<file path="src/rtl/fpmd_pkg.sv">
// package for the fixed-point multiply/divide unit
// types, opcodes and default constants; no dependencies
`timescale 1ns / 1ps

package fpmd_pkg;

    localparam int FRAC_BITS_DEF = 16;
    localparam int DIV_W         = 64;

    typedef enum logic [1:0] {
        OP_RMUL  = 2'd0,
        OP_MSHF  = 2'd1,
        OP_DIV   = 2'd2,
        OP_SCALE = 2'd3
    } t_op;

    // word carried along the divider cell chain
    typedef struct packed {
        logic              valid;
        t_op               op;
        logic              neg;
        logic              dz;
        logic [DIV_W-1:0]  rem;
        logic [DIV_W-1:0]  quo;
        logic [DIV_W-1:0]  dvs;
        logic [31:0]       res;
    } t_cell;

endpackage

</file>
<file path="src/rtl/fpmd_cell.sv">
// one restoring-division cell: one quotient bit per stage, registered
// depends on fpmd_pkg
`timescale 1ns / 1ps

module fpmd_cell (
    input  logic            i_clk,
    input  logic            i_rst_n,
    input  logic            i_en,
    input  fpmd_pkg::t_cell i_cell,
    output fpmd_pkg::t_cell o_cell
);

    fpmd_pkg::t_cell r_cell;
    fpmd_pkg::t_cell n_cell;
    logic [fpmd_pkg::DIV_W:0] w_trial;
    logic [fpmd_pkg::DIV_W:0] w_sub;

    always_comb begin
        n_cell = i_cell;
        // shift next dividend bit (msb of quo) into the remainder
        w_trial = {i_cell.rem, i_cell.quo[fpmd_pkg::DIV_W-1]};
        w_sub   = w_trial - {1'b0, i_cell.dvs};
        n_cell.quo = {i_cell.quo[fpmd_pkg::DIV_W-2:0], ~w_sub[fpmd_pkg::DIV_W]};
        if (w_sub[fpmd_pkg::DIV_W]) begin
            n_cell.rem = w_trial[fpmd_pkg::DIV_W-1:0];
        end else begin
            n_cell.rem = w_sub[fpmd_pkg::DIV_W-1:0];
        end
    end

    always_ff @(posedge i_clk) begin
        if (!i_rst_n) begin
            r_cell.valid <= 1'b0;
        end else if (i_en) begin
            r_cell.valid <= i_cell.valid;
        end
        if (i_en) begin
            r_cell.op  <= n_cell.op;
            r_cell.neg <= n_cell.neg;
            r_cell.dz  <= n_cell.dz;
            r_cell.rem <= n_cell.rem;
            r_cell.quo <= n_cell.quo;
            r_cell.dvs <= n_cell.dvs;
            r_cell.res <= n_cell.res;
        end
    end

    assign o_cell = r_cell;

endmodule

</file>
<file path="config.mk">
export PLATFORM = sky130hd
export DESIGN_NAME = fpmd_cell
export DESIGN_NICKNAME = d
export VERILOG_FILES = /design/src/rtl/fpmd_pkg.sv /design/src/rtl/fpmd_cell.sv
export SDC_FILE = /design/constraint.sdc
export NUM_CORES = 1
export LEC_CHECK = 0
export BUFFER_PORTS_ARGS = -buffer_cell sky130_fd_sc_hd__buf_2
export CAP_MARGIN = 10
export CORE_AREA = 2 2 181 183
export CTS_CLUSTER_SIZE = 30
export DETAILED_ROUTE_END_ITERATION = 6
export DIE_AREA = 0 0 183 185
export GPL_TIMING_DRIVEN = 0
export SETUP_SLACK_MARGIN = 0.4
export SLEW_MARGIN = 40
export SYNTH_ARGS = -nofsm -noshare
export SYNTH_HDL_FRONTEND = slang
export SYNTH_SLANG_ARGS = --single-unit
export TNS_END_PERCENT = 100
</file>
<file path="constraint.sdc">
create_clock -name i_clk -period 6.1 [get_ports i_clk]
set_input_delay 0.305 -clock i_clk [delete_from_list [all_inputs] [get_ports i_clk]]
set_output_delay 0.305 -clock i_clk [all_outputs]
set_load 0.01 [all_outputs]
</file>
==> impl_metrics.yaml, run 1 <==
place:
  routabilityCongestion: 0.839
  placed_standard_cell_area_um2: 14900
  detailed_place_hpwl_um: 27800
  total_of_buffers_placed_on_input_and_output_ports: 460
global_routing:
  gr-usage-all-layers_pct: 21.1
  antenna_found_initial: 5
  grt_max_degree: 68
  grt_first_pass_wirelength_um: 55900
  first_global_vias: 10300
  globalRouteOverflowTotal: 0
synth:
  synth.yosys.warnings: 0
  synth_enable_flop_cells: 228
  synth.net_count: 1267
  avg_cell_area_syn_um2: 12.3
  netlist_area_um2: 12000
  synth_async_sr_flop_share_pct: 0
  synth_seq_cells: 229
  post_synth_inst_count: 970
  synth_cell_type_count: 75
  ys_dominant_reg_cell: "sky130_fd_sc_hd__edfxtp_1"
  synth_sequential_area_ratio_pct: 57.4
critical_path:
  cp-end-kind: "register"
  critPathArrivalTime_ns: 4.39
  max_stage_delay_ns: 0.63
  critPathKind: "in -> reg"
  cell_chain_critical_path: "dlygate4sd3_1 > buf_2 > inv_1 > ha_1 > buf_2 > nand4_1 > or4_1 > or3_1 > o32a_1 > a21oi_2 > o21ai_1 > and2_4 > o211a_4 > inv_6 > buf_6 > mux2_1"
  critical_path.startpoint_type: "primary input"
  critical_path.max_fanout: 10
  worst-endpoint-required_ns: 6.38
  cell_with_the_biggest_individual_delay_on_the_critical_path: "sky130_fd_sc_hd__or4_1"
  cpMostUsedCell: "sky130_fd_sc_hd__buf_2"
finish:
  final_cell_area_um2: 17300
  final_net_count: 1923
  flow.area_growth_from_synthesis_pct: 44.8
  multi_input_comb_area_um2: 4610
  largest_register_ffs: 229
  layout-drive-gt1-share_pct: 32.1
  final_cell_mix: "462 x sky130_fd_sc_hd__buf_2, 228 x sky130_fd_sc_hd__edfxtp_1, 164 x sky130_fd_sc_hd__dlygate4sd3_1"
  mostFrequentLayoutCell: "sky130_fd_sc_hd__buf_2"
  num-fill-cells: 2850
  sequential_area_um2: 6870
die:
  std_cell_rows: 66
  die-area_um2: 33900
  die_height_um: 185
  die-width_um: 183
  placeableCoreArea_um2: 32000
  num_io_pins: 461
  starting_density_of_the_core_pct: 37.3
clocking:
  cts_sinks: 229
  htree_num_levels: 1
  cts_inserted_buffers: 26
  clockRootBuffer: "sky130_fd_sc_hd__clkbuf_16"
  clk_transition_reported_paths_ns: 0.06
  insertion_delay_ns: 0.52
  post-cts-setup-buffers: 0
  deepest_clock_path_buffer_count: 3
  tritoncts: "yes"
sta:
  tns_ns: 0
  finClkSkew_ns: 0
  slew-limit-headroom_pct: 57.3
  finalMaxSlewViolations: 0
  period_share_pct: 67.4
  post-route-min-period_ns: 4.11
  rsz0062_at_grt: "false"
  timing.final.setup_violations: 0
  final_hold_violations: 0
  max_clock_freq_mhz: 243
  tightestPinTransition_ns: 0.633
run:
  maxCapViolCount: 0
routing:
  drt.antenna.violating_nets: 0
  drc_errors: 0
  routed_via_density: 5.00
  avgRoutedWirePerCell_um: 18.4
  wl_um: 37900
  firstDrtPassIters: 5
  drt_first_iter_violations: 542
  via_count: 10300
power:
  p_total_w: 0.00456
  power-per-cell-area_nw_per_um2: 263
  static-leakage-power_nw: 7.64
  irDropWorstVdd_mv: 0.208
status:
  run_status: "complete, no violations"
worst_hold_path:
  hold_class: "in -> reg"
## timing repair
action	CTS	global route
resized for setup	0	0
setup endpoints to repair	0	0
hold buffers	164	0
hold endpoints to repair	164	0
## worst max-delay path, delay by kind of cell
kind | cells | cell delay (ns)
AOI/OAI and AO/OA | 4 | 0.94
adders and majority gates | 1 | 0.26
buffers and inverters | 6 | 1.19
muxes | 1 | 0.36
and+or+nand+nor | 4 | 1.31
## layout make-up
class,instances,share of cell area (%)
Timing Repair Buffer,628,23.3
Tap cell,408,2.95
Buffer,33,0.989
Antenna cell,2,0.0289
Clock buffer,31,3.99
Sequential cell,229,39.6
Clock inverter,17,0.592
Multi-Input combinational cell,622,26.6
Inverter,86,1.89
## report_power, final
group | switching [W] | leakage, nW | internal [W]
Clock | 0.000659 | 0.373 | 0.000811
Combinational | 0.000616 | 5.03 | 0.000503
Sequential | 0.0000391 | 2.24 | 0.00194
Total | 0.00131 | 7.64 | 0.00325
## metal layers
layer  global-route usage (%)  routed length [µm]  part of all wire, %  up-vias
met1                     24.7               14900                   39     4879
li1                         -                   -                    -     4938
met3                     5.54                2990                  7.9       72
met2                     37.5               18600                   49      389
met4                     7.52                1340                  3.5        6
met5                        0                  41                 0.11        -
## cell families after synthesis
family | share of synthesized area (%)
compound gates | 13.2
xor+xnor | 4.17
fa+ha+maj | 6.86
buf+inv | 4.17
flops | 57.4
mux | 6.01
simple gates | 8.18
## worst paths after layout
| path | end | start | depth (start not counted) | slack (ns) |
|---|---|---|---|---|
| max reg2reg | o_cell[228] | o_cell[228] | 2 | 5.50 |
| min | o_cell[228] | i_cell[228] | 3 | 0.06 |
| min reg2reg | o_cell[228] | o_cell[228] | 2 | 0.53 |
| max | o_cell[166] | i_cell[59] | 16 | 1.99 |
## synth_stat cells, types with 6 or more instances
master                     number  area share (%)
sky130_fd_sc_hd__nor2_1        40             1.3
sky130_fd_sc_hd__a21o_1        32             2.0
sky130_fd_sc_hd__ha_1          64             6.7
sky130_fd_sc_hd__o21bai_1      15            0.94
sky130_fd_sc_hd__buf_6          6            0.56
sky130_fd_sc_hd__a21oi_1       76             3.2
sky130_fd_sc_hd__nor3_1         9            0.38
sky130_fd_sc_hd__o21ai_1       15            0.63
sky130_fd_sc_hd__xnor2_1       34             2.5
sky130_fd_sc_hd__clkbuf_1      24            0.75
sky130_fd_sc_hd__o21a_1         8            0.50
sky130_fd_sc_hd__nor2b_1       11            0.58
sky130_fd_sc_hd__edfxtp_1     228              57
sky130_fd_sc_hd__o21ai_0       23            0.96
sky130_fd_sc_hd__nand3_1       10            0.42
sky130_fd_sc_hd__inv_1         85             2.7
sky130_fd_sc_hd__a31oi_1        7            0.37
sky130_fd_sc_hd__mux2i_1        7            0.59
sky130_fd_sc_hd__a211oi_1       6            0.38
sky130_fd_sc_hd__and3_1         7            0.37
sky130_fd_sc_hd__nand2_1       62             1.9
sky130_fd_sc_hd__nand4_1       20             1.0
sky130_fd_sc_hd__xor2_1        23             1.7
sky130_fd_sc_hd__mux2_1        54             5.1
sky130_fd_sc_hd__nand2b_1       9            0.47
## per-stage QoR
| step | util, % | cells | hold slack, ns | setup slack (ns) |
|---|---|---|---|---|
| 4_1_cts | 54.1 | 2054 | 0.0233 | 1.99 |
| 6_report | 54.1 | 2056 | 0.0563 | 1.99 |
| 5_1_grt | 54.1 | 2056 | 0.0479 | 1.85 |
| 2_1_floorplan | - | 970 | 0.404 | 2.71 |
| 3_5_place_dp | 46.5 | 1842 | 0.483 | 2.00 |
| 3_3_place_gp | 46.1 | 1838 | 0.482 | 1.46 |
Power figures use the tool's default switching activity.
==> run 2: changes to the inputs <==
CORE_AREA = 2 2 178 180   (was 2 2 181 183)
DIE_AREA = 0 0 180 182   (was 0 0 183 185)
PLACE_DENSITY = 0.66   (was not set)
clock period = 4.18 ns   (was 6.1 ns; I/O delays follow)
==> impl_metrics.yaml, run 2 (synthesis results as in run 1) <==
status:
  run_status: "complete, no violations"
sta:
  final_hold_violations: 0
  finClkSkew_ns: 0
  timing.final.setup_violations: 0
  slew-limit-headroom_pct: 60.0
  tightestPinTransition_ns: 0.596
  finalMaxSlewViolations: 0
  post-route-min-period_ns: 3.69
  final_worst_hold_slack_ns: 0.0351
  max_clock_freq_mhz: 271
  rsz0062_at_grt: "true"
  period_share_pct: 88.3
finish:
  flow.area_growth_from_synthesis_pct: 50.3
  layout-drive-gt1-share_pct: 31.4
  multi_input_comb_area_um2: 4650
  num-fill-cells: 2553
  largest_register_ffs: 229
  sequential_area_um2: 6870
  mostFrequentLayoutCell: "sky130_fd_sc_hd__buf_2"
  final_cell_area_um2: 18000
  final_net_count: 1981
  final_cell_mix: "462 x sky130_fd_sc_hd__buf_2, 228 x sky130_fd_sc_hd__edfxtp_1, 220 x sky130_fd_sc_hd__dlygate4sd3_1"
global_routing:
  antenna_found_initial: 4
  gr-usage-all-layers_pct: 22.7
  grt_max_degree: 67
  globalRouteOverflowTotal: 0
  grt_first_pass_wirelength_um: 58900
  first_global_vias: 10700
routing:
  routed_via_density: 5.00
  drt_first_iter_violations: 582
  firstDrtPassIters: 5
  via_count: 10500
  drt.antenna.violating_nets: 0
  drc_errors: 0
  wl_um: 39100
  avgRoutedWirePerCell_um: 18.5
clocking:
  clockRootBuffer: "sky130_fd_sc_hd__clkbuf_16"
  deepest_clock_path_buffer_count: 3
  cts_inserted_buffers: 26
  cts_sinks: 229
  clk_transition_reported_paths_ns: 0.06
  tritoncts: "yes"
  htree_num_levels: 1
  insertion_delay_ns: 0.52
run:
  maxCapViolCount: 0
place:
  placed_standard_cell_area_um2: 14900
  routabilityCongestion: 0.868
  detailed_place_hpwl_um: 28000
  total_of_buffers_placed_on_input_and_output_ports: 460
power:
  power_frac_clock_pct: 32.8
  power.net_switching_w: 0.00191
  pwr-share-seq_pct: 42.3
  combPwrFrac_pct: 24.9
  irDropWorstVdd_mv: 0.274
  static-leakage-power_nw: 7.93
  p_int_w: 0.00491
  power.switching_fraction_pct: 28.0
  p_total_w: 0.00682
  power-per-cell-area_nw_per_um2: 379
die:
  num_io_pins: 461
  die-width_um: 180
  starting_density_of_the_core_pct: 38.6
  die_height_um: 182
  placeableCoreArea_um2: 31000
  std_cell_rows: 65
  die-area_um2: 32800
worst_hold_path:
  hold_class: "in -> reg"
  whs_path_depth: 3
critical_path:
  critical_path.startpoint_type: "primary input"
  critPathArrivalTime_ns: 3.97
  timing.reg2reg.worst_path_depth: 3
  cp-end-kind: "register"
  worst-endpoint-required_ns: 4.45
  critical_path.max_fanout: 7
  critPathKind: "in -> reg"
-- run 2: cell types whose count changed in the layout (fill, tap and decap cells not counted), moves of 2 or more --
| cell | previous run | this run |
|---|---|---|
| sky130_fd_sc_hd__buf_6 | 6 | 3 |
| sky130_fd_sc_hd__ha_1 | 64 | 62 |
| sky130_fd_sc_hd__clkinvlp_4 | 6 | 1 |
| sky130_fd_sc_hd__bufinv_16 | 0 | 2 |
| sky130_fd_sc_hd__diode_2 | 2 | 4 |
| sky130_fd_sc_hd__dlygate4sd3_1 | 164 | 220 |
| sky130_fd_sc_hd__buf_4 | 0 | 2 |
| sky130_fd_sc_hd__buf_8 | 1 | 4 |
-- run 2: power groups by stage --
stage | clock network, W | registers [W] | logic [W]
global route | 0.00238 | 0.00291 | 0.00184
detailed placement | 0 | 0.00293 | 0.00150
global placement | 0 | 0.00294 | 0.00147
floorplan | 0 | 0.00308 | 0.000719
CTS | 0.00229 | 0.00288 | 0.00168
finish | 0.00223 | 0.00289 | 0.00170
-- run 2: final timing paths --
check	startpoint	endpoint	slack, ns
max reg2reg	o_cell[228]	o_cell[228]	2.98
max	i_cell[47]	o_cell[219]	0.49
min reg2reg	o_cell[228]	o_cell[228]	1.12
min	i_cell[220]	o_cell[221]	0.04
-- run 2: what timing repair did --
item                                    4_1_cts  5_1_grt
hold buffers                                219        1
hold endpoints to repair                    218        1
resized for setup                             0       15
endpoints found under the setup margin        0       57
setup buffers                                 0        2
-- run 2: routing by layer --
metal	part of all wire, %	global-route usage, %	vias up	wire [µm]
li1	-	-	5062	-
met1	39	26.5	5006	15200
met2	51	41.5	407	20100
met3	6.5	4.29	70	2520
met4	3.1	8.00	0	1220
met5	0	0	-	0
-- run 2: layout make-up --
| type | instances | share of cell area [%] |
|---|---|---|
| inverters | 86 | 1.84 |
| clock inverters | 15 | 0.737 |
| diodes | 4 | 0.0556 |
| multi-input cells | 622 | 25.9 |
| well taps | 402 | 2.80 |
| repair buffers | 686 | 25.7 |
| plain buffers | 33 | 1.02 |
| clock buffers | 32 | 3.86 |
| flip-flops and latches | 229 | 38.2 |
-- run 2: stage by stage --
stage	std cells	TNS, ns	setup WS [ns]	utilization [%]
final	2109	0	0.488	58.1
after CTS	2102	0	0.416	57.8
after global routing	2109	0	0.394	58.1
after detailed placement	1836	0	0.162	48.0
after global placement	1832	-54.66	-0.275	47.7
after floorplan	970	0	0.883	-
-- run 2: worst max-delay path, cell delays in order --
cell,delay [ns]
sky130_fd_sc_hd__dlygate4sd3_1,0.52
sky130_fd_sc_hd__buf_2,0.11
sky130_fd_sc_hd__inv_1,0.04
sky130_fd_sc_hd__ha_1,0.27
sky130_fd_sc_hd__clkbuf_1,0.18
sky130_fd_sc_hd__and4_1,0.27
sky130_fd_sc_hd__and2_1,0.17
sky130_fd_sc_hd__o211a_1,0.16
sky130_fd_sc_hd__or4_4,0.61
sky130_fd_sc_hd__a311o_1,0.38
sky130_fd_sc_hd__a211oi_4,0.37
sky130_fd_sc_hd__o21ai_1,0.18
sky130_fd_sc_hd__mux2i_1,0.18
sky130_fd_sc_hd__mux2_1,0.31
==> run 3: changes to the inputs <==
CELL_PAD_IN_SITES_DETAIL_PLACEMENT = 1   (was not set)
CELL_PAD_IN_SITES_GLOBAL_PLACEMENT = 1   (was not set)
CORE_AREA = not set   (was 2 2 178 180)
CORE_MARGIN = 2   (was not set)
CORE_UTILIZATION = 38   (was not set)
DIE_AREA = not set   (was 0 0 180 182)
PLACE_DENSITY = not set   (was 0.66)
PLACE_DENSITY_LB_ADDON = 0.1   (was not set)
==> impl_metrics.yaml, run 3 (synthesis results as in run 1) <==
die:
  num_io_pins: 461
  die-area_um2: 32900
  die-width_um: 181
  starting_density_of_the_core_pct: 38.8
  die_height_um: 181
  std_cell_rows: 64
  placeableCoreArea_um2: 30800
routing:
  drt.antenna.violating_nets: 0
  drt_first_iter_violations: 575
  drc_errors: 0
  routed_via_density: 5.07
  via_count: 10700
  avgRoutedWirePerCell_um: 21.3
  wl_um: 45000
  firstDrtPassIters: 5
power:
  power.net_switching_w: 0.00202
  irDropWorstVdd_mv: 0.286
  static-leakage-power_nw: 7.92
  p_int_w: 0.00486
  power.switching_fraction_pct: 29.4
  power_frac_clock_pct: 32.6
  combPwrFrac_pct: 25.3
  power-per-cell-area_nw_per_um2: 382
  pwr-share-seq_pct: 42.1
global_routing:
  grt_first_pass_wirelength_um: 68100
  grt_max_degree: 77
  gr-usage-all-layers_pct: 26.7
  first_global_vias: 11500
  antenna_found_initial: 10
  globalRouteOverflowTotal: 0
sta:
  final_hold_violations: 0
  slew-limit-headroom_pct: 61.9
  rsz0062_at_grt: "false"
  finClkSkew_ns: 0
  max_clock_freq_mhz: 273
  timing.final.setup_violations: 0
  tns_ns: 0
  finalMaxSlewViolations: 0
  post-route-min-period_ns: 3.66
  period_share_pct: 87.6
  tightestPinTransition_ns: 0.565
run:
  maxCapViolCount: 0
critical_path:
  worst-endpoint-required_ns: 4.47
  cp-end-kind: "register"
  critPathKind: "in -> reg"
  critical_path.max_fanout: 6
  rrSetupSlack_ns: 3.04
  critPathArrivalTime_ns: 3.95
  critical_path.startpoint_type: "primary input"
finish:
  num-fill-cells: 3378
  final_cell_area_um2: 18000
  flow.area_growth_from_synthesis_pct: 50.5
  final_cell_mix: "462 x sky130_fd_sc_hd__buf_2, 228 x sky130_fd_sc_hd__edfxtp_1, 219 x sky130_fd_sc_hd__dlygate4sd3_1"
  final_core_util_pct: 58.4
  layout-drive-gt1-share_pct: 31.8
  sequential_area_um2: 6870
  multi_input_comb_area_um2: 4700
  largest_register_ffs: 229
  final_net_count: 1980
  mostFrequentLayoutCell: "sky130_fd_sc_hd__buf_2"
place:
  detailed_place_hpwl_um: 30400
  placed_standard_cell_area_um2: 14900
  total_of_buffers_placed_on_input_and_output_ports: 460
  routabilityCongestion: 0.803
clocking:
  htree_num_levels: 1
  deepest_clock_path_buffer_count: 3
  cts_inserted_buffers: 27
  clk_transition_reported_paths_ns: 0.06
  insertion_delay_ns: 0.52
  cts_sinks: 229
  tritoncts: "yes"
  clockRootBuffer: "sky130_fd_sc_hd__clkbuf_16"
worst_hold_path:
  hold_class: "in -> reg"
status:
  run_status: "complete, no violations"
[run 3: routing by layer]
metal  global-route usage [%]  up-vias  share of wire (%)
li1                         -     5047                  -
met1                     31.1     5224                 39
met2                     48.5      347                 52
met3                     5.96       72                6.1
met4                     8.52        2                3.1
met5                        0        -              0.029
[run 3: final timing paths]
check | start | depth (start not counted) | end
worst min register to register | o_cell[228] | 3 | o_cell[228]
worst max register to register | o_cell[228] | 3 | o_cell[228]
worst max-delay path | i_cell[54] | 13 | o_cell[223]
worst min-delay path | i_cell[214] | 2 | o_cell[215]
[run 3: stage by stage]
step           power [W]  hold WS (ns)  instances  setup WS (ns)
5_1_grt          0.00719       0.00614       2107          0.412
2_1_floorplan    0.00379         0.308        970          0.883
4_1_cts          0.00685       0.00476       2099          0.415
3_3_place_gp     0.00442         0.386       1826         -0.364
6_report         0.00688        0.0138       2109          0.518
3_5_place_dp     0.00445         0.387       1830          0.257
[run 3: power groups by stage]
stage	logic, W	registers (W)	clock network, W
2_1_floorplan	0.000719	0.00308	0
3_3_place_gp	0.00148	0.00294	0
3_5_place_dp	0.00152	0.00293	0
4_1_cts	0.00170	0.00289	0.00225
5_1_grt	0.00189	0.00292	0.00238
6_report	0.00174	0.00290	0.00224
[run 3: cell type report]
type	count	share of cell area, %
antenna	9	0.125
buffer	33	1.01
clock buffer	33	3.88
clock inverter	17	0.660
inverter	86	1.83
multi-input combinational	622	26.1
sequential	229	38.1
tap	396	2.75
timing repair buffer	684	25.5
[run 3: timing repair]
item / CTS / global route
setup buffers: 0 / 1
resized for setup: 0 / 23
endpoints found under the hold margin: 218 / 0
hold buffers: 219 / 0
setup endpoints to repair: 0 / 57
[run 3: critical path, stage by stage]
cell and delay, ns:
sky130_fd_sc_hd__dlygate4sd3_1 0.53, sky130_fd_sc_hd__buf_2 0.13, sky130_fd_sc_hd__inv_1 0.09, sky130_fd_sc_hd__ha_4 0.23, sky130_fd_sc_hd__nand2_1 0.10, sky130_fd_sc_hd__nor2_1 0.06
sky130_fd_sc_hd__or4b_4 0.50, sky130_fd_sc_hd__or4_4 0.61, sky130_fd_sc_hd__a311o_1 0.47, sky130_fd_sc_hd__a211oi_4 0.36, sky130_fd_sc_hd__o21ai_1 0.18, sky130_fd_sc_hd__xor2_1 0.17
sky130_fd_sc_hd__mux2_1 0.31
